$ cat config.mk
export PLATFORM = sky130hd
export DESIGN_NAME = reply_frame_receiver
export DESIGN_NICKNAME = d
export VERILOG_FILES = /design/src/rtl/rfr_pkg.sv /design/src/rtl/rfr_core.sv /design/src/rtl/reply_frame_receiver.sv
export VERILOG_INCLUDE_DIRS = /design/src /design/src/rtl
export SDC_FILE = /design/constraint.sdc
export NUM_CORES = 1
export LEC_CHECK = 0
export ABC_AREA = 1
export BUFFER_PORTS_ARGS = -buffer_cell sky130_fd_sc_hd__buf_4
export CAP_MARGIN = 10
export CORE_ASPECT_RATIO = 1.4
export CORE_UTILIZATION = 45
export DETAILED_ROUTE_END_ITERATION = 8
export GPL_TIMING_DRIVEN = 0
export SLEW_MARGIN = 20
export SYNTH_ARGS = -nofsm -noshare
export SYNTH_HDL_FRONTEND = slang
export SYNTH_SLANG_ARGS = --single-unit
$ cat constraint.sdc
create_clock -name clk -period 3.56 [get_ports clk]
set_input_delay 0.356 -clock clk [delete_from_list [all_inputs] [get_ports clk]]
set_output_delay 0.356 -clock clk [all_outputs]
set_load 0.01 [all_outputs]
$ cat src/rtl/assert_macros.svh
// assertion macros for the rtl
`ifndef ASSERT_MACROS_SVH
`define ASSERT_MACROS_SVH

`ifndef NO_ASSERTIONS

`define RFR_ASSERT_IMP(lbl, clk_s, rst_s, ante, cons) \
  lbl: assert property (@(posedge clk_s) disable iff (rst_s) (ante) |-> (cons)) \
    else $error("same-cycle check failed");

`define RFR_ASSERT_NXT(lbl, clk_s, rst_s, ante, cons) \
  lbl: assert property (@(posedge clk_s) disable iff (rst_s) (ante) |=> (cons)) \
    else $error("next-cycle check failed");

`else

`define RFR_ASSERT_IMP(lbl, clk_s, rst_s, ante, cons)

`define RFR_ASSERT_NXT(lbl, clk_s, rst_s, ante, cons)

`endif

`endif

$ cat src/rtl/rfr_pkg.sv
`timescale 1ns / 1ps
`default_nettype none

package rfr_pkg;

  localparam int unsigned MaxFrameDefault = 20;
  localparam logic [7:0] TimeoutReset = 8'd11;

  localparam logic [1:0] OpByte = 2'd0;
  localparam logic [1:0] OpTick = 2'd1;
  localparam logic [1:0] OpArm  = 2'd2;

  localparam logic [2:0] StOk       = 3'd0;
  localparam logic [2:0] StError    = 3'd1;
  localparam logic [2:0] StUnknown  = 3'd2;
  localparam logic [2:0] StChecksum = 3'd3;
  localparam logic [2:0] StTimeout  = 3'd4;
  localparam logic [2:0] StOverflow = 3'd5;

  localparam logic [1:0] PhLead = 2'd0;
  localparam logic [1:0] PhNum  = 2'd1;
  localparam logic [1:0] PhDone = 2'd2;

  localparam logic [7:0] ChCr    = 8'h0D;
  localparam logic [7:0] ChLf    = 8'h0A;
  localparam logic [7:0] ChTab   = 8'h09;
  localparam logic [7:0] ChSpace = 8'h20;
  localparam logic [7:0] ChPlus  = 8'h2B;
  localparam logic [7:0] ChMinus = 8'h2D;
  localparam logic [7:0] ChZero  = 8'h30;
  localparam logic [7:0] ChNine  = 8'h39;
  localparam logic [7:0] ChO     = 8'h4F;
  localparam logic [7:0] ChE     = 8'h45;
  localparam logic [7:0] ChC     = 8'h43;

  localparam logic [31:0] AccLimit = 32'h8000_0000;
  localparam logic [31:0] PosMax   = 32'h7FFF_FFFF;

  typedef struct packed {
    logic [1:0] op;
    logic [7:0] rx_byte;
  } req_t;

  typedef struct packed {
    logic [2:0]         status;
    logic signed [31:0] value;
  } rsp_t;

  typedef struct packed {
    logic valid;
    rsp_t rsp;
  } step_res_t;

endpackage

`default_nettype wire

$ cat src/rtl/rfr_core.sv
`timescale 1ns / 1ps
`default_nettype none

module rfr_core
  import rfr_pkg::*;
#(
  parameter int unsigned MAX_FRAME = MaxFrameDefault
) (
  input  logic       clk,
  input  logic       rst,
  input  logic       step,
  input  req_t       item,
  input  logic [7:0] timeout_ticks,
  output step_res_t  res,
  output logic       armed
);

  logic [4:0]  byte_count, byte_count_next;
  logic [7:0]  idle_ticks, idle_ticks_next;
  logic [7:0]  xor_sum, xor_sum_next;
  logic [7:0]  last_byte, last_byte_next;
  logic [7:0]  first_byte, first_byte_next;
  logic [1:0]  parse_phase, parse_phase_next;
  logic        negative, negative_next;
  logic [31:0] number_acc, number_acc_next;
  logic        armed_next;

  logic        clear;
  logic [7:0]  idle_inc;
  logic        p_digit, p_space, p_sign;
  logic [35:0] mul10;
  logic [31:0] acc_sat;
  logic [31:0] final_value;
  logic        is_term;

  // parser runs one byte late, on the previous byte
  assign p_digit = (last_byte >= ChZero) && (last_byte <= ChNine);
  assign p_space = (last_byte == ChSpace) || ((last_byte >= ChTab) && (last_byte <= ChCr));
  assign p_sign  = (last_byte == ChMinus) || (last_byte == ChPlus);
  assign mul10   = {1'b0, number_acc, 3'b000} + {3'b000, number_acc, 1'b0}
                 + {32'd0, 4'(last_byte - ChZero)};
  assign acc_sat = (mul10 > {4'd0, AccLimit}) ? AccLimit : mul10[31:0];

  assign final_value = negative ? (32'd0 - number_acc)
                                : (number_acc[31] ? PosMax : number_acc);
  assign idle_inc = (idle_ticks == 8'hFF) ? idle_ticks : idle_ticks + 8'd1;
  assign is_term  = (item.rx_byte == ChCr) || (item.rx_byte == ChLf);

  always_comb begin
    armed_next       = armed;
    byte_count_next  = byte_count;
    idle_ticks_next  = idle_ticks;
    xor_sum_next     = xor_sum;
    last_byte_next   = last_byte;
    first_byte_next  = first_byte;
    parse_phase_next = parse_phase;
    negative_next    = negative;
    number_acc_next  = number_acc;
    clear            = 1'b0;
    res.valid        = 1'b0;
    res.rsp.status   = StOk;
    res.rsp.value    = '0;

    if (step) begin
      unique case (item.op)
        OpArm: begin
          armed_next = 1'b1;
          clear      = 1'b1;
        end
        OpTick: begin
          if (armed) begin
            idle_ticks_next = idle_inc;
            if (idle_inc >= timeout_ticks) begin
              res.valid      = 1'b1;
              res.rsp.status = StTimeout;
            end
          end
        end
        OpByte: begin
          if (armed) begin
            idle_ticks_next = '0;
            if (is_term) begin
              res.valid = 1'b1;
              priority if ((byte_count == 5'd0) || (xor_sum != 8'd0)) begin
                res.rsp.status = StChecksum;
              end else if (byte_count == 5'd1) begin
                res.rsp.status = StOk;
              end else if (first_byte == ChO) begin
                res.rsp.status = StOk;
              end else if (first_byte == ChE) begin
                res.rsp.status = StError;
              end else if (first_byte == ChC) begin
                res.rsp.status = StUnknown;
              end else begin
                res.rsp.status = StOk;
                res.rsp.value  = final_value;
              end
            end else begin
              if (byte_count == 5'd0) begin
                first_byte_next = item.rx_byte;
              end else begin
                unique case (parse_phase)
                  PhLead: begin
                    priority if (p_space) begin
                      parse_phase_next = PhLead;
                    end else if (p_sign) begin
                      negative_next    = (last_byte == ChMinus);
                      parse_phase_next = PhNum;
                    end else if (p_digit) begin
                      parse_phase_next = PhNum;
                      number_acc_next  = acc_sat;
                    end else begin
                      parse_phase_next = PhDone;
                    end
                  end
                  PhNum: begin
                    if (p_digit) begin
                      number_acc_next = acc_sat;
                    end else begin
                      parse_phase_next = PhDone;
                    end
                  end
                  default: begin
                    parse_phase_next = parse_phase;
                  end
                endcase
              end
              last_byte_next  = item.rx_byte;
              xor_sum_next    = xor_sum ^ item.rx_byte;
              byte_count_next = byte_count + 5'd1;
              if (byte_count_next >= 5'(MAX_FRAME)) begin
                res.valid      = 1'b1;
                res.rsp.status = StOverflow;
              end
            end
          end
        end
        default: begin
          armed_next = armed;
        end
      endcase
    end

    if (res.valid) begin
      armed_next = 1'b0;
      clear      = 1'b1;
    end
    if (clear) begin
      byte_count_next  = '0;
      idle_ticks_next  = '0;
      xor_sum_next     = '0;
      last_byte_next   = '0;
      first_byte_next  = '0;
      parse_phase_next = PhLead;
      negative_next    = 1'b0;
      number_acc_next  = '0;
    end
  end

  always_ff @(posedge clk) begin
    if (rst) begin
      armed       <= 1'b0;
      byte_count  <= '0;
      idle_ticks  <= '0;
      xor_sum     <= '0;
      last_byte   <= '0;
      first_byte  <= '0;
      parse_phase <= PhLead;
      negative    <= 1'b0;
      number_acc  <= '0;
    end else begin
      armed       <= armed_next;
      byte_count  <= byte_count_next;
      idle_ticks  <= idle_ticks_next;
      xor_sum     <= xor_sum_next;
      last_byte   <= last_byte_next;
      first_byte  <= first_byte_next;
      parse_phase <= parse_phase_next;
      negative    <= negative_next;
      number_acc  <= number_acc_next;
    end
  end

endmodule

`default_nettype wire

$ cat src/rtl/reply_frame_receiver.sv
// path: a word is taken into the input register, then the frame logic
// writes its result into the result register
// throughput: one word per cycle while rsp_stall does not hold a result, every op takes one pass
// reset: synchronous active-high rst disarms, clears the frame state and the valid
// flags of both pipeline registers, and sets timeout_ticks to 11
`timescale 1ns / 1ps
`default_nettype none
`include "assert_macros.svh"

module reply_frame_receiver
  import rfr_pkg::*;
#(
  parameter int unsigned MAX_FRAME = MaxFrameDefault
) (
  input  logic       clk,
  input  logic       rst,
  input  logic       req_valid,
  output logic       req_stall,
  input  req_t       req,
  output logic       rsp_valid,
  input  logic       rsp_stall,
  output rsp_t       rsp,
  input  logic       cfg_valid,
  output logic       cfg_ready,
  input  logic [7:0] cfg_data
);

  logic      s1_valid;
  req_t      s1_item;
  logic      out_free;
  logic      advance;
  logic [7:0] timeout_ticks;
  step_res_t res;
  logic      armed;

  assign cfg_ready = 1'b1;
  assign out_free  = !rsp_valid || !rsp_stall;
  assign advance   = s1_valid && out_free;
  assign req_stall = s1_valid && !out_free;

  always_ff @(posedge clk) begin
    if (rst) begin
      timeout_ticks <= TimeoutReset;
    end else if (cfg_valid && cfg_ready) begin
      timeout_ticks <= cfg_data;
    end
  end

  // input register
  always_ff @(posedge clk) begin
    if (rst) begin
      s1_valid <= 1'b0;
    end else if (!req_stall) begin
      s1_valid <= req_valid;
    end
  end

  always_ff @(posedge clk) begin
    if (req_valid && !req_stall) begin
      s1_item <= req;
    end
  end

  rfr_core #(
    .MAX_FRAME(MAX_FRAME)
  ) u_core (
    .clk          (clk),
    .rst          (rst),
    .step         (advance),
    .item         (s1_item),
    .timeout_ticks(timeout_ticks),
    .res          (res),
    .armed        (armed)
  );

  // result register
  always_ff @(posedge clk) begin
    if (rst) begin
      rsp_valid <= 1'b0;
    end else if (out_free) begin
      rsp_valid <= advance && res.valid;
    end
  end

  always_ff @(posedge clk) begin
    if (advance && res.valid) begin
      rsp <= res.rsp;
    end
  end

  `RFR_ASSERT_IMP(a_err_value_zero, clk, rst, rsp_valid && (rsp.status != StOk), rsp.value == 32'sd0)
  `RFR_ASSERT_NXT(a_word_held, clk, rst, s1_valid && !out_free, s1_valid && $stable(s1_item))
  `RFR_ASSERT_NXT(a_result_disarms, clk, rst, advance && res.valid, !armed)
  `RFR_ASSERT_NXT(a_cfg_write, clk, rst, cfg_valid && cfg_ready, timeout_ticks == $past(cfg_data))

endmodule

`default_nettype wire

After elaboration in Yosys (flattened, before gate mapping)
Cells that the tools add are included. W data, S select, Z words.

Bitwise logic cells: 7. Equality and inequality tests: 18. $add $sub $neg: 6. Mux-type cells: 38. Reduce and logical (&&, ||, !) cells: 31. $lt $le $gt $ge: 7.

Operators by type and width (count): $mux W32 (12); $mux W36 (2); $pmux W32 S2 (1); $add A35 B33 Y36 (1); $add A36 B4 Y36 (1); $gt A36 B32 Y1 const B (1); $sub A1 B32 Y32 const A (1); $mux W31 (1); $eq A8 B6 Y1 const B (3); $eq A8 B7 Y1 const B (3); $mux W8 (3); $eq A8 B4 Y1 const B (2); $mux W4 (4); $pmux W8 S2 (1); $reduce_and A8 Y1 (2); $mux W3 (4); $mux W2 (5); $reduce_or A9 Y1 (1); $add A8 B1 Y8 const B (1); $eq A8 B8 Y1 const B (1); $ge A8 B4 Y1 const B (1); $ge A8 B6 Y1 const B (1); $ge A8 B8 Y1 (1); $le A8 B4 Y1 const B (1); 26 further kinds (53).

Output and inout port bits: 38. Register bits after elaboration: 128.

Longest topological paths before layout
Gate-level depths: netlist (run 1).

Word-level depth: 13. Gate-level depth with buffers: 23.

Modules after synthesis
From an unflattened synthesis (run 1), not the netlist that was laid out.

Cells, all modules: 1374. Area, all modules: 9525.4 um2.

By module, submodules not included: rfr_core (cells an instance 1275, area an instance 7762.4 um2, times used 1); reply_frame_receiver (cells an instance 99, area an instance 1762.9 um2, times used 1).

Worst setup path after synthesis (run 1)
No wires, ideal clock.

Path kind: reg2reg. Start point: register u_core.idle_ticks[0]. End point: register rsp_valid. Clock period less this slack: 3.100 ns. Path buffers: 0. Stages on the path, launching flop included: 15. Slack: 0.460 ns. Arrival time: 2.979 ns. Cell sequence: dfxtp_1 -> ha_1 -> nand2_1 -> nor2_1 -> nand3_1 -> o21ai_0 -> ha_1 -> a21oi_1 -> o21ai_0 -> nand2_1 -> o2111ai_1 -> nand2_1 -> nand2_1 -> o21ai_0 -> inv_1.

Cells in the longest elaborated chain, start to end: 8.

RTL lines: start: declaration (RTL line rfr_core.sv:19) `logic [7:0] idle_ticks, idle_ticks_next;`; start signal: assignment (RTL line rfr_core.sv:174) `idle_ticks <= idle_ticks_next;`; $add A8 B1 Y8 or $eq A8 B8 Y1 (tied branches) (RTL line rfr_core.sv:46) `assign idle_inc = (idle_ticks == 8'hFF) ? idle_ticks : idle_ticks + 8'd1;`; $mux W8 * (RTL line rfr_core.sv:46); $ge A8 B8 Y1 * (RTL line rfr_core.sv:73) `if (idle_inc >= timeout_ticks) begin`; $mux W4 * (RTL line rfr_core.sv:73); $mux W4 * (RTL line rfr_core.sv:71) `if (armed) begin`; $pmux W4 S2 * (RTL line rfr_core.sv:65) `unique case (item.op)`; $mux W36 * (RTL line rfr_core.sv:64) `if (step) begin`; $logic_and A1 B1 Y1 * (RTL line reply_frame_receiver.sv:81) `rsp_valid <= advance && res.valid;`; end signal: assignment (RTL line reply_frame_receiver.sv:81); end: declaration (RTL line reply_frame_receiver.sv:20) `output logic rsp_valid,`.

Every way passes the cells marked *; elsewhere a longest branch is shown, timed or not. A chain may end at the register's enable or synchronous reset.

Worst setup path in the final report (run 1)
Start point: register u_core.number_acc[2]. End point: register u_core.number_acc[30].

Cells in the longest elaborated chain, start to end: 8.

RTL lines: start: declaration (RTL line rfr_core.sv:25) `logic [31:0] number_acc, number_acc_next;`; start signal: assignment (RTL line rfr_core.sv:180) `number_acc <= number_acc_next;`; $add A35 B33 Y36 * (RTL line rfr_core.sv:40) `assign mul10 = {1'b0, number_acc, 3'b000} + {3'b000, number_acc, 1'b0}`; $add A36 B4 Y36 * (RTL line rfr_core.sv:41) `+ {32'd0, 4'(last_byte - ChZero)};`; $gt A36 B32 Y1 (RTL line rfr_core.sv:42) `assign acc_sat = (mul10 > {4'd0, AccLimit}) ? AccLimit : mul10[31:0];`; $mux W32 * (RTL line rfr_core.sv:42); $mux W32 * (RTL line rfr_core.sv:109, rfr_core.sv:117); $mux W32 (RTL line rfr_core.sv:106) `end else if (p_sign) begin`; $mux W32 (RTL line rfr_core.sv:104) `priority if (p_space) begin`; $pmux W32 S2 * (RTL line rfr_core.sv:102) `unique case (parse_phase)`.

Every way passes the cells marked *; elsewhere a longest branch is shown, timed or not. The select of a mux whose other input is x is not followed.

==> results of run 1 <==
[registers in the layout, indices dropped and copies added (netlist names)]
name / cells
u_core.number_acc: 32
u_core.parse_phase: 2
s1_item: 10
u_core.byte_count: 5
u_core.last_byte: 8
u_core.xor_sum: 8
u_core.idle_ticks: 8
s1_valid: 1
rsp_valid: 1
u_core.negative: 1
u_core.first_byte: 8
rsp: 35
timeout_ticks: 8
u_core.armed: 1
[power groups by stage]
stage               clock network (uW)  logic, uW  registers (uW)
finish                            1660       88.5            1540
global route                      1750       99.1            1540
CTS                               1690       88.7            1540
detailed placement                   0       87.4            1570
global placement                     0       86.7            1570
floorplan                            0       48.3            1560
[metal layers]
layer / part of all wire / vias to the layer above / routed length (um)
li1: - / 4577 / -
met1: 0.40 / 3944 / 10300
met2: 0.53 / 174 / 13700
met3: 0.026 / 77 / 672
met4: 0.046 / 0 / 1180
met5: 0 / - / 0
[worst paths after layout]
kind,startpoint,end,slack (ns),cells after the start
worst max-delay path,u_core.number_acc[2]$_SDFFE_PP0P_,u_core.number_acc[30]$_SDFFE_PP0P_,0.22,22
worst min-delay path,req[3],s1_item[3]$_DFFE_PP_,0.11,1
worst max register to register,u_core.number_acc[2]$_SDFFE_PP0P_,u_core.number_acc[30]$_SDFFE_PP0P_,0.22,22
worst min register to register,timeout_ticks[4]$_SDFFE_PP0P_,timeout_ticks[4]$_SDFFE_PP0P_,0.46,2
[layout by cell type (no fill, tap or decap), types with 10 or more instances in the layout]
cell                          n
sky130_fd_sc_hd__nand2_2     13
sky130_fd_sc_hd__nor3_1      19
sky130_fd_sc_hd__clkbuf_16   19
sky130_fd_sc_hd__or2_2       16
sky130_fd_sc_hd__a21oi_1    109
sky130_fd_sc_hd__o21ai_0     36
sky130_fd_sc_hd__nand3_1     56
sky130_fd_sc_hd__inv_1      175
sky130_fd_sc_hd__nand3_2     35
sky130_fd_sc_hd__nand2_1    345
sky130_fd_sc_hd__buf_4       62
sky130_fd_sc_hd__xnor2_1     12
sky130_fd_sc_hd__o22ai_1     10
sky130_fd_sc_hd__ha_1        77
sky130_fd_sc_hd__nor2_1     131
sky130_fd_sc_hd__edfxtp_1    45
sky130_fd_sc_hd__clkbuf_1    14
sky130_fd_sc_hd__nand4_1     20
sky130_fd_sc_hd__dfxtp_1     82
sky130_fd_sc_hd__a21oi_2     31
sky130_fd_sc_hd__a211oi_1    10
[stage by stage]
step                hold WS, ns  power (uW)  setup slack [ns]  std cells
global placement          0.453        1650            -0.317       1655
finish                    0.109        3290             0.215       1689
global route             0.0955        3390           0.00475       1689
detailed placement        0.456        1660            -0.138       1656
floorplan                 0.425        1610             0.460       1340
CTS                      0.0991        3310           0.00436       1689
[timing repair]
| action | CTS | global route |
|---|---|---|
| hold endpoints to repair | 0 | 0 |
| pin swaps | 1 | 2 |
| endpoints found under the setup margin | 55 | 70 |
| setup buffers | 1 | 0 |
| gates resized for setup | 1 | 30 |
[final cells by class]
cell class / instances / area [um^2]
Clock inverter: 13 / 96.3
Timing Repair Buffer: 61 / 478
Inverter: 186 / 698
Clock buffer: 19 / 475
Buffer: 34 / 231
Sequential cell: 128 / 3020
Fill cell: 2066 / 9690
Tap cell: 256 / 320
Multi-Input combinational cell: 992 / 5630
[worst max-delay path, cell delays in order (launching register included)]
cell and delay, ns:
sky130_fd_sc_hd__dfxtp_4 0.38, sky130_fd_sc_hd__inv_1 0.09, sky130_fd_sc_hd__fa_2 0.61, sky130_fd_sc_hd__inv_1 0.05, sky130_fd_sc_hd__ha_1 0.30, sky130_fd_sc_hd__nand3_1 0.09, sky130_fd_sc_hd__nand3_1 0.12, sky130_fd_sc_hd__nand2_1 0.10
sky130_fd_sc_hd__nand2_2 0.11, sky130_fd_sc_hd__nand2_2 0.10, sky130_fd_sc_hd__nand2_2 0.09, sky130_fd_sc_hd__nand2_2 0.08, sky130_fd_sc_hd__nand2_1 0.05, sky130_fd_sc_hd__nand2_1 0.09, sky130_fd_sc_hd__nand2_1 0.11, sky130_fd_sc_hd__nor2_1 0.11
sky130_fd_sc_hd__nand2_1 0.06, sky130_fd_sc_hd__nor2_1 0.13, sky130_fd_sc_hd__nand2_1 0.11, sky130_fd_sc_hd__nand2_4 0.13, sky130_fd_sc_hd__buf_8 0.16, sky130_fd_sc_hd__nand3_2 0.08, sky130_fd_sc_hd__a21oi_2 0.12
[cells by family after synthesis]
family	share of synthesized area
buf+inv	0.0956
other cells	0.000394
simple gates	0.323
mux	0.00105
compound gates	0.139
xor+xnor	0.0192
flops	0.317
fa+ha+maj	0.105
==> impl_metrics.xml, run 1 <==
<?xml version="1.0" encoding="UTF-8"?>
<metrics>
  <group name="worst_setup_path">
    <metric name="worst_ep_arrival_time" unit="ns">3.69</metric>
    <metric name="critPathMaxFanout" unit="">10</metric>
    <metric name="worst-setup-path-type" unit="">reg2reg</metric>
    <metric name="crit_required" unit="ns">3.91</metric>
    <metric name="setup.worst_path.start_class" unit="">flop</metric>
    <metric name="kind_of_end_point_of_the_critical_path" unit="">flop</metric>
  </group>
  <group name="layout">
    <metric name="finish.utilization" unit="">0.530</metric>
    <metric name="finish.instance_area" unit="mm^2">0.0109</metric>
    <metric name="finalNetCount" unit="">1522</metric>
    <metric name="syn2layout_area_growth" unit="%">15.0</metric>
    <metric name="antenna-diode-count" unit="">0</metric>
    <metric name="post_route_cells_drive_above_1_share" unit="">0.163</metric>
  </group>
  <group name="timing">
    <metric name="slew_headroom" unit="">0.511</metric>
    <metric name="hold_violations" unit="">0</metric>
    <metric name="fmaxAchievable" unit="MHz">299</metric>
    <metric name="rsz0062_at_grt" unit="">false</metric>
    <metric name="finalWorstPathRequiredPeriod" unit="ns">3.34</metric>
    <metric name="final.setup.tns" unit="ns">0</metric>
    <metric name="finalCritPeriodShare" unit="">0.940</metric>
    <metric name="fin_worst_skew" unit="ns">0.0137</metric>
    <metric name="finalMaxSlewViolations" unit="">0</metric>
    <metric name="worst_pin_slew" unit="ns">0.731</metric>
    <metric name="timing.final.setup_violations" unit="">0</metric>
  </group>
  <group name="place">
    <metric name="estimated_wirelength_of_the_detail_placed_design" unit="um">21200</metric>
    <metric name="post_dp_cell_area" unit="mm^2">0.0103</metric>
    <metric name="routabilityCongestion" unit="">0.952</metric>
    <metric name="placement.io_buffers" unit="">59</metric>
  </group>
  <group name="yosys">
    <metric name="synth_area" unit="mm^2">0.00951</metric>
    <metric name="synthMostInstantiatedCell" unit="">sky130_fd_sc_hd__nand2_1</metric>
    <metric name="synth.yosys.seq_area_share" unit="">0.317</metric>
    <metric name="ranking_of_synthesized_cells_by_instance_count" unit="">352 x sky130_fd_sc_hd__nand2_1, 177 x sky130_fd_sc_hd__inv_1, 131 x sky130_fd_sc_hd__nor2_1</metric>
    <metric name="yosysTopAreaCell" unit="">sky130_fd_sc_hd__dfxtp_1</metric>
    <metric name="async_flop_share" unit="">0</metric>
    <metric name="synth.area.top_cells" unit="">sky130_fd_sc_hd__dfxtp_1 17%, sky130_fd_sc_hd__edfxtp_1 14%, sky130_fd_sc_hd__nand2_1 14%</metric>
    <metric name="synth_nets" unit="">1442</metric>
    <metric name="yosys.area.top_type_share" unit="">0.175</metric>
    <metric name="unique_cell_type_count_in_the_yosys_netlist" unit="">52</metric>
    <metric name="syn-instance-count" unit="">1340</metric>
    <metric name="yosys_most_used_dff" unit="">sky130_fd_sc_hd__dfxtp_1</metric>
    <metric name="edff_count_synth" unit="">45</metric>
    <metric name="synth-seq-cells" unit="">128</metric>
    <metric name="ys_warn_count" unit="">0</metric>
    <metric name="synth_area_per_cell" unit="um^2">7.10</metric>
  </group>
  <group name="floorplanning">
    <metric name="placementRows" unit="">62</metric>
    <metric name="die_area" unit="mm^2">0.0217</metric>
    <metric name="dieWidth" unit="um">125</metric>
    <metric name="initial_cell_density_of_the_core" unit="">0.461</metric>
    <metric name="coreArea" unit="mm^2">0.0206</metric>
    <metric name="io-pin-count" unit="">61</metric>
    <metric name="dieHeight" unit="um">174</metric>
  </group>
  <group name="routing">
    <metric name="vias_per_cell" unit="">5.19</metric>
    <metric name="drc" unit="">18</metric>
    <metric name="drt-initial-drc-count" unit="">379</metric>
    <metric name="finalWirelength" unit="um">25900</metric>
    <metric name="postRouteAntennaNets" unit="">0</metric>
    <metric name="firstDrtPassIters" unit="">6</metric>
    <metric name="dr_total_vias" unit="">8772</metric>
    <metric name="post_drt_wl_per_cell" unit="um">15.3</metric>
  </group>
  <group name="pwr">
    <metric name="clock_power_share" unit="">0.506</metric>
    <metric name="switching_share" unit="">0.228</metric>
    <metric name="static-leakage-power" unit="uW">0.00483</metric>
    <metric name="power_density" unit="mW/mm^2">301</metric>
    <metric name="power.internal" unit="uW">2540</metric>
    <metric name="vdd_drop_max" unit="mV">0.305</metric>
    <metric name="combinationalPowerShare" unit="">0.027</metric>
    <metric name="seqPwrFrac" unit="">0.467</metric>
    <metric name="power_switching" unit="uW">750</metric>
  </group>
  <group name="clock_network">
    <metric name="cts_max_path_buffers" unit="">2</metric>
    <metric name="ctsHtreeMaxLevel" unit="">4</metric>
    <metric name="clock_tree_from_tritoncts" unit="">built</metric>
    <metric name="numClockSinks" unit="">128</metric>
    <metric name="cts.reportedPaths.clkPinSlew" unit="ns">0.07</metric>
    <metric name="cts-root-buf" unit="">sky130_fd_sc_hd__clkbuf_16</metric>
    <metric name="cts_inserted_buffers" unit="">17</metric>
    <metric name="cts_hold_buf" unit="">0</metric>
    <metric name="clkLatencyLatePin" unit="ns">0.42</metric>
  </group>
  <group name="global_route">
    <metric name="grt_antenna_before_repair" unit="">0</metric>
    <metric name="grt_first_pass_wirelength" unit="um">42100</metric>
    <metric name="global_route.peak_usage_layer" unit="">met2</metric>
    <metric name="grt_start_max_net_pins" unit="">21</metric>
    <metric name="overall_fraction_of_global_route_tracks_in_use" unit="">0.245</metric>
    <metric name="total_grt_overflow" unit="">0</metric>
    <metric name="first_global_vias" unit="">8716</metric>
    <metric name="grtUsageMet3" unit="">0.0246</metric>
    <metric name="met1_usage_in_global_routing" unit="">0.254</metric>
    <metric name="global_route.usage.met2" unit="">0.479</metric>
  </group>
  <group name="min_path">
    <metric name="timing.hold.worst.class" unit="">in2reg</metric>
  </group>
  <group name="run_status">
    <metric name="failed_checks" unit="">design-rule violations</metric>
    <metric name="outcome" unit="">finished, violations left</metric>
  </group>
  <group name="run">
    <metric name="max_cap_viol_count" unit="">0</metric>
  </group>
</metrics>
No activity file was read; power rests on OpenSTA's default activity.
==> run 2, diff against run 1 <==
- CTS_BUF_LIST: not set -> sky130_fd_sc_hd__clkbuf_4 sky130_fd_sc_hd__clkbuf_8
==> run 2 against run 1 <==
Effect of this change: critical path type unchanged; register-to-register slack barely moved; die area did not move; largest power group is now sequential cells; sequential power about the same; clock skew is 0.0092 ns higher; design area decreased by 1.7%; cell count did not move; the flow still finishes with violations (design-rule violations); clock power decreased by 25%; largest cell class unchanged.
==> impl_metrics.xml, run 2 (synthesized netlist as in run 1, its figures left out) <==
<?xml version="1.0" encoding="UTF-8"?>
<metrics>
  <group name="run_status">
    <metric name="outcome" unit="">finished, violations left</metric>
    <metric name="failed_checks" unit="">design-rule violations</metric>
  </group>
  <group name="worst_setup_path">
    <metric name="worst_r2r_path_depth" unit="">22</metric>
    <metric name="cpMaxStageDelayCell" unit="">sky130_fd_sc_hd__fa_2</metric>
    <metric name="crit_required" unit="ns">3.93</metric>
    <metric name="critical_path.endpoint" unit="">u_core.number_acc[30]$_SDFFE_PP0P_</metric>
    <metric name="worstPathCellList" unit="">inv_1, fa_2, inv_1, ha_1, nand3_1, nand3_1, nand2_1, nand2_2, nand2_2, nand2_2, nand2_2, nand2_1, nand2_1, nand2_1, nor2_1, nand2_1, nor2_1, nand2_1, nand2_4, buf_8, nand3_2, a21oi_2</metric>
    <metric name="r2r_end" unit="">u_core.number_acc[30]$_SDFFE_PP0P_</metric>
    <metric name="reg2reg_start" unit="">u_core.number_acc[2]$_SDFFE_PP0P_</metric>
    <metric name="crit_path_frequent_cell" unit="">sky130_fd_sc_hd__nand2_1</metric>
    <metric name="setup.worst_path.start_class" unit="">flop</metric>
    <metric name="critPathMaxFanout" unit="">10</metric>
    <metric name="worst_ep_arrival_time" unit="ns">3.72</metric>
    <metric name="kind_of_end_point_of_the_critical_path" unit="">flop</metric>
    <metric name="cpPeakStageDelay" unit="ns">0.61</metric>
    <metric name="regToRegSetupSlack" unit="ns">0.21</metric>
    <metric name="setup.worst_path.start" unit="">u_core.number_acc[2]$_SDFFE_PP0P_</metric>
    <metric name="worst-setup-path-type" unit="">reg2reg</metric>
  </group>
  <group name="timing">
    <metric name="finalWorstPathRequiredPeriod" unit="ns">3.35</metric>
    <metric name="hold_violations" unit="">0</metric>
    <metric name="slew_headroom" unit="">0.543</metric>
    <metric name="worst_pin_slew" unit="ns">0.684</metric>
    <metric name="timing.final.setup_violations" unit="">0</metric>
    <metric name="finalMaxSlewViolations" unit="">0</metric>
    <metric name="fmaxAchievable" unit="MHz">299</metric>
    <metric name="fin_worst_skew" unit="ns">0.0229</metric>
    <metric name="finalCritPeriodShare" unit="">0.941</metric>
  </group>
  <group name="layout">
    <metric name="syn2layout_area_growth" unit="%">13.1</metric>
    <metric name="finalNetCount" unit="">1522</metric>
    <metric name="antenna-diode-count" unit="">0</metric>
    <metric name="most_frequent_cells_in_the_layout" unit="">345 x sky130_fd_sc_hd__nand2_1, 175 x sky130_fd_sc_hd__inv_1, 131 x sky130_fd_sc_hd__nor2_1</metric>
    <metric name="finish.instance_area" unit="mm^2">0.0108</metric>
    <metric name="largest_reg_flops" unit="">35</metric>
    <metric name="final_common_cell" unit="">sky130_fd_sc_hd__nand2_1</metric>
    <metric name="max_flop_register" unit="">rsp</metric>
    <metric name="post_route_cells_drive_above_1_share" unit="">0.163</metric>
    <metric name="biggestRegsByFlops" unit="">rsp x35, u_core.number_acc x32, s1_item x10</metric>
    <metric name="final.fill_count" unit="">2080</metric>
  </group>
  <group name="global_route">
    <metric name="total_grt_overflow" unit="">0</metric>
    <metric name="first_global_vias" unit="">8683</metric>
    <metric name="grt_first_pass_wirelength" unit="um">42100</metric>
    <metric name="grt_start_max_net_pins" unit="">21</metric>
    <metric name="global_route.peak_usage_layer" unit="">met2</metric>
    <metric name="met1_usage_in_global_routing" unit="">0.254</metric>
    <metric name="overall_fraction_of_global_route_tracks_in_use" unit="">0.246</metric>
    <metric name="grtUsageMet3" unit="">0.0271</metric>
    <metric name="grt_antenna_before_repair" unit="">0</metric>
    <metric name="global_route.usage.met2" unit="">0.484</metric>
  </group>
  <group name="place">
    <metric name="estimated_wirelength_of_the_detail_placed_design" unit="um">21200</metric>
    <metric name="routabilityCongestion" unit="">0.952</metric>
    <metric name="placement.io_buffers" unit="">59</metric>
    <metric name="post_dp_cell_area" unit="mm^2">0.0103</metric>
  </group>
  <group name="routing">
    <metric name="drt-initial-drc-count" unit="">410</metric>
    <metric name="post_drt_wl_per_cell" unit="um">15.4</metric>
    <metric name="dr_total_vias" unit="">8837</metric>
    <metric name="vias_per_cell" unit="">5.23</metric>
    <metric name="firstDrtPassIters" unit="">7</metric>
    <metric name="drc" unit="">18</metric>
    <metric name="finalWirelength" unit="um">25900</metric>
    <metric name="postRouteAntennaNets" unit="">0</metric>
  </group>
  <group name="run">
    <metric name="max_cap_viol_count" unit="">0</metric>
  </group>
  <group name="clock_network">
    <metric name="cts_max_path_buffers" unit="">2</metric>
    <metric name="ctsHtreeMaxLevel" unit="">4</metric>
    <metric name="cts.reportedPaths.clkPinSlew" unit="ns">0.09</metric>
    <metric name="clkLatencyLatePin" unit="ns">0.44</metric>
    <metric name="cts_hold_buf" unit="">0</metric>
    <metric name="clock_tree_from_tritoncts" unit="">built</metric>
    <metric name="cts_inserted_buffers" unit="">17</metric>
    <metric name="cts-root-buf" unit="">sky130_fd_sc_hd__clkbuf_8</metric>
    <metric name="numClockSinks" unit="">128</metric>
  </group>
  <group name="pwr">
    <metric name="switching_share" unit="">0.240</metric>
    <metric name="power.internal" unit="uW">2190</metric>
    <metric name="static-leakage-power" unit="uW">0.00475</metric>
    <metric name="vdd_drop_max" unit="mV">0.181</metric>
    <metric name="power_density" unit="mW/mm^2">267</metric>
    <metric name="power_switching" unit="uW">691</metric>
    <metric name="clock_power_share" unit="">0.436</metric>
    <metric name="combinationalPowerShare" unit="">0.031</metric>
    <metric name="total_power" unit="uW">2880</metric>
    <metric name="seqPwrFrac" unit="">0.533</metric>
  </group>
  <group name="floorplanning">
    <metric name="io-pin-count" unit="">61</metric>
    <metric name="initial_cell_density_of_the_core" unit="">0.461</metric>
    <metric name="dieHeight" unit="um">174</metric>
    <metric name="dieWidth" unit="um">125</metric>
    <metric name="coreArea" unit="mm^2">0.0206</metric>
    <metric name="die_area" unit="mm^2">0.0217</metric>
    <metric name="placementRows" unit="">62</metric>
  </group>
  <group name="min_path">
    <metric name="timing.hold.worst.class" unit="">in2reg</metric>
  </group>
</metrics>
## run 2: changes by cell type in the layout (fill, tap and decap cells not counted)
cell	previous run	this run
sky130_fd_sc_hd__nand2_2	13	14
sky130_fd_sc_hd__nand2_4	2	1
sky130_fd_sc_hd__clkbuf_16	19	0
sky130_fd_sc_hd__bufinv_16	0	2
sky130_fd_sc_hd__clkbuf_8	0	17
## run 2: worst min path at each step
stage	startpoint	endpoint	slack (ns)	depth (start not counted)
2_1_floorplan	rst	s1_valid$_SDFFE_PP0N_	0.43	1
3_3_place_gp	timeout_ticks[4]$_SDFFE_PP0P_	timeout_ticks[4]$_SDFFE_PP0P_	0.45	2
3_5_place_dp	timeout_ticks[4]$_SDFFE_PP0P_	timeout_ticks[4]$_SDFFE_PP0P_	0.46	2
4_1_cts	req[3]	s1_item[3]$_DFFE_PP_	0.06	1
5_1_grt	req[3]	s1_item[3]$_DFFE_PP_	0.04	1
6_report	req[3]	s1_item[3]$_DFFE_PP_	0.08	1
## run 2: routing by layer
layer / vias to the layer above / wire (um)
li1: 4577 / -
met1: 4006 / 10300
met2: 186 / 13900
met3: 68 / 671
met4: 0 / 1030
met5: - / 0
## run 2: layout make-up
| cell class | instances | area, um^2 | share of cell area |
|---|---|---|---|
| multi-input cells | 992 | 5620 | 0.523 |
| flip-flops and latches | 128 | 3020 | 0.280 |
| inverters | 186 | 698 | 0.0649 |
| repair buffers | 61 | 478 | 0.0444 |
| well taps | 256 | 320 | 0.0298 |
| clock buffers | 17 | 234 | 0.0218 |
| plain buffers | 34 | 231 | 0.0215 |
| clock inverters | 15 | 156 | 0.0145 |
## run 2: critical path: cells and delay by family, from the launching register on
family	cells	cell delay, ns
simple gates	16	1.56
fa+ha+maj	2	0.91
compound gates	1	0.12
buf+inv	3	0.30
flops	1	0.39
## run 2: what timing repair did
item	4_1_cts	5_1_grt
endpoints found under the setup margin	55	66
pin swaps	1	2
gates resized for setup	2	28
setup buffers	1	0
endpoints found under the hold margin	0	0
## run 2: stage by stage
| stage | hold WS (ns) | utilization | worst slack [ns] | std cells | setup TNS [ns] |
|---|---|---|---|---|---|
| floorplan | 0.425 | - | 0.460 | 1340 | 0 |
| global placement | 0.453 | 0.498 | -0.317 | 1655 | -11.15 |
| detailed placement | 0.456 | 0.499 | -0.138 | 1656 | -2.30 |
| CTS | 0.0638 | 0.519 | 0.0642 | 1689 | 0 |
| global route | 0.0410 | 0.521 | -0.00817 | 1689 | -0.0149 |
| finish | 0.0822 | 0.521 | 0.211 | 1689 | 0 |
## run 2: power groups by stage
stage	logic, uW	clock network (uW)	registers (uW)
2_1_floorplan	48.3	0	1560
3_3_place_gp	86.7	0	1570
3_5_place_dp	87.4	0	1570
4_1_cts	88.7	1270	1530
5_1_grt	99.0	1340	1540
6_report	88.5	1250	1530
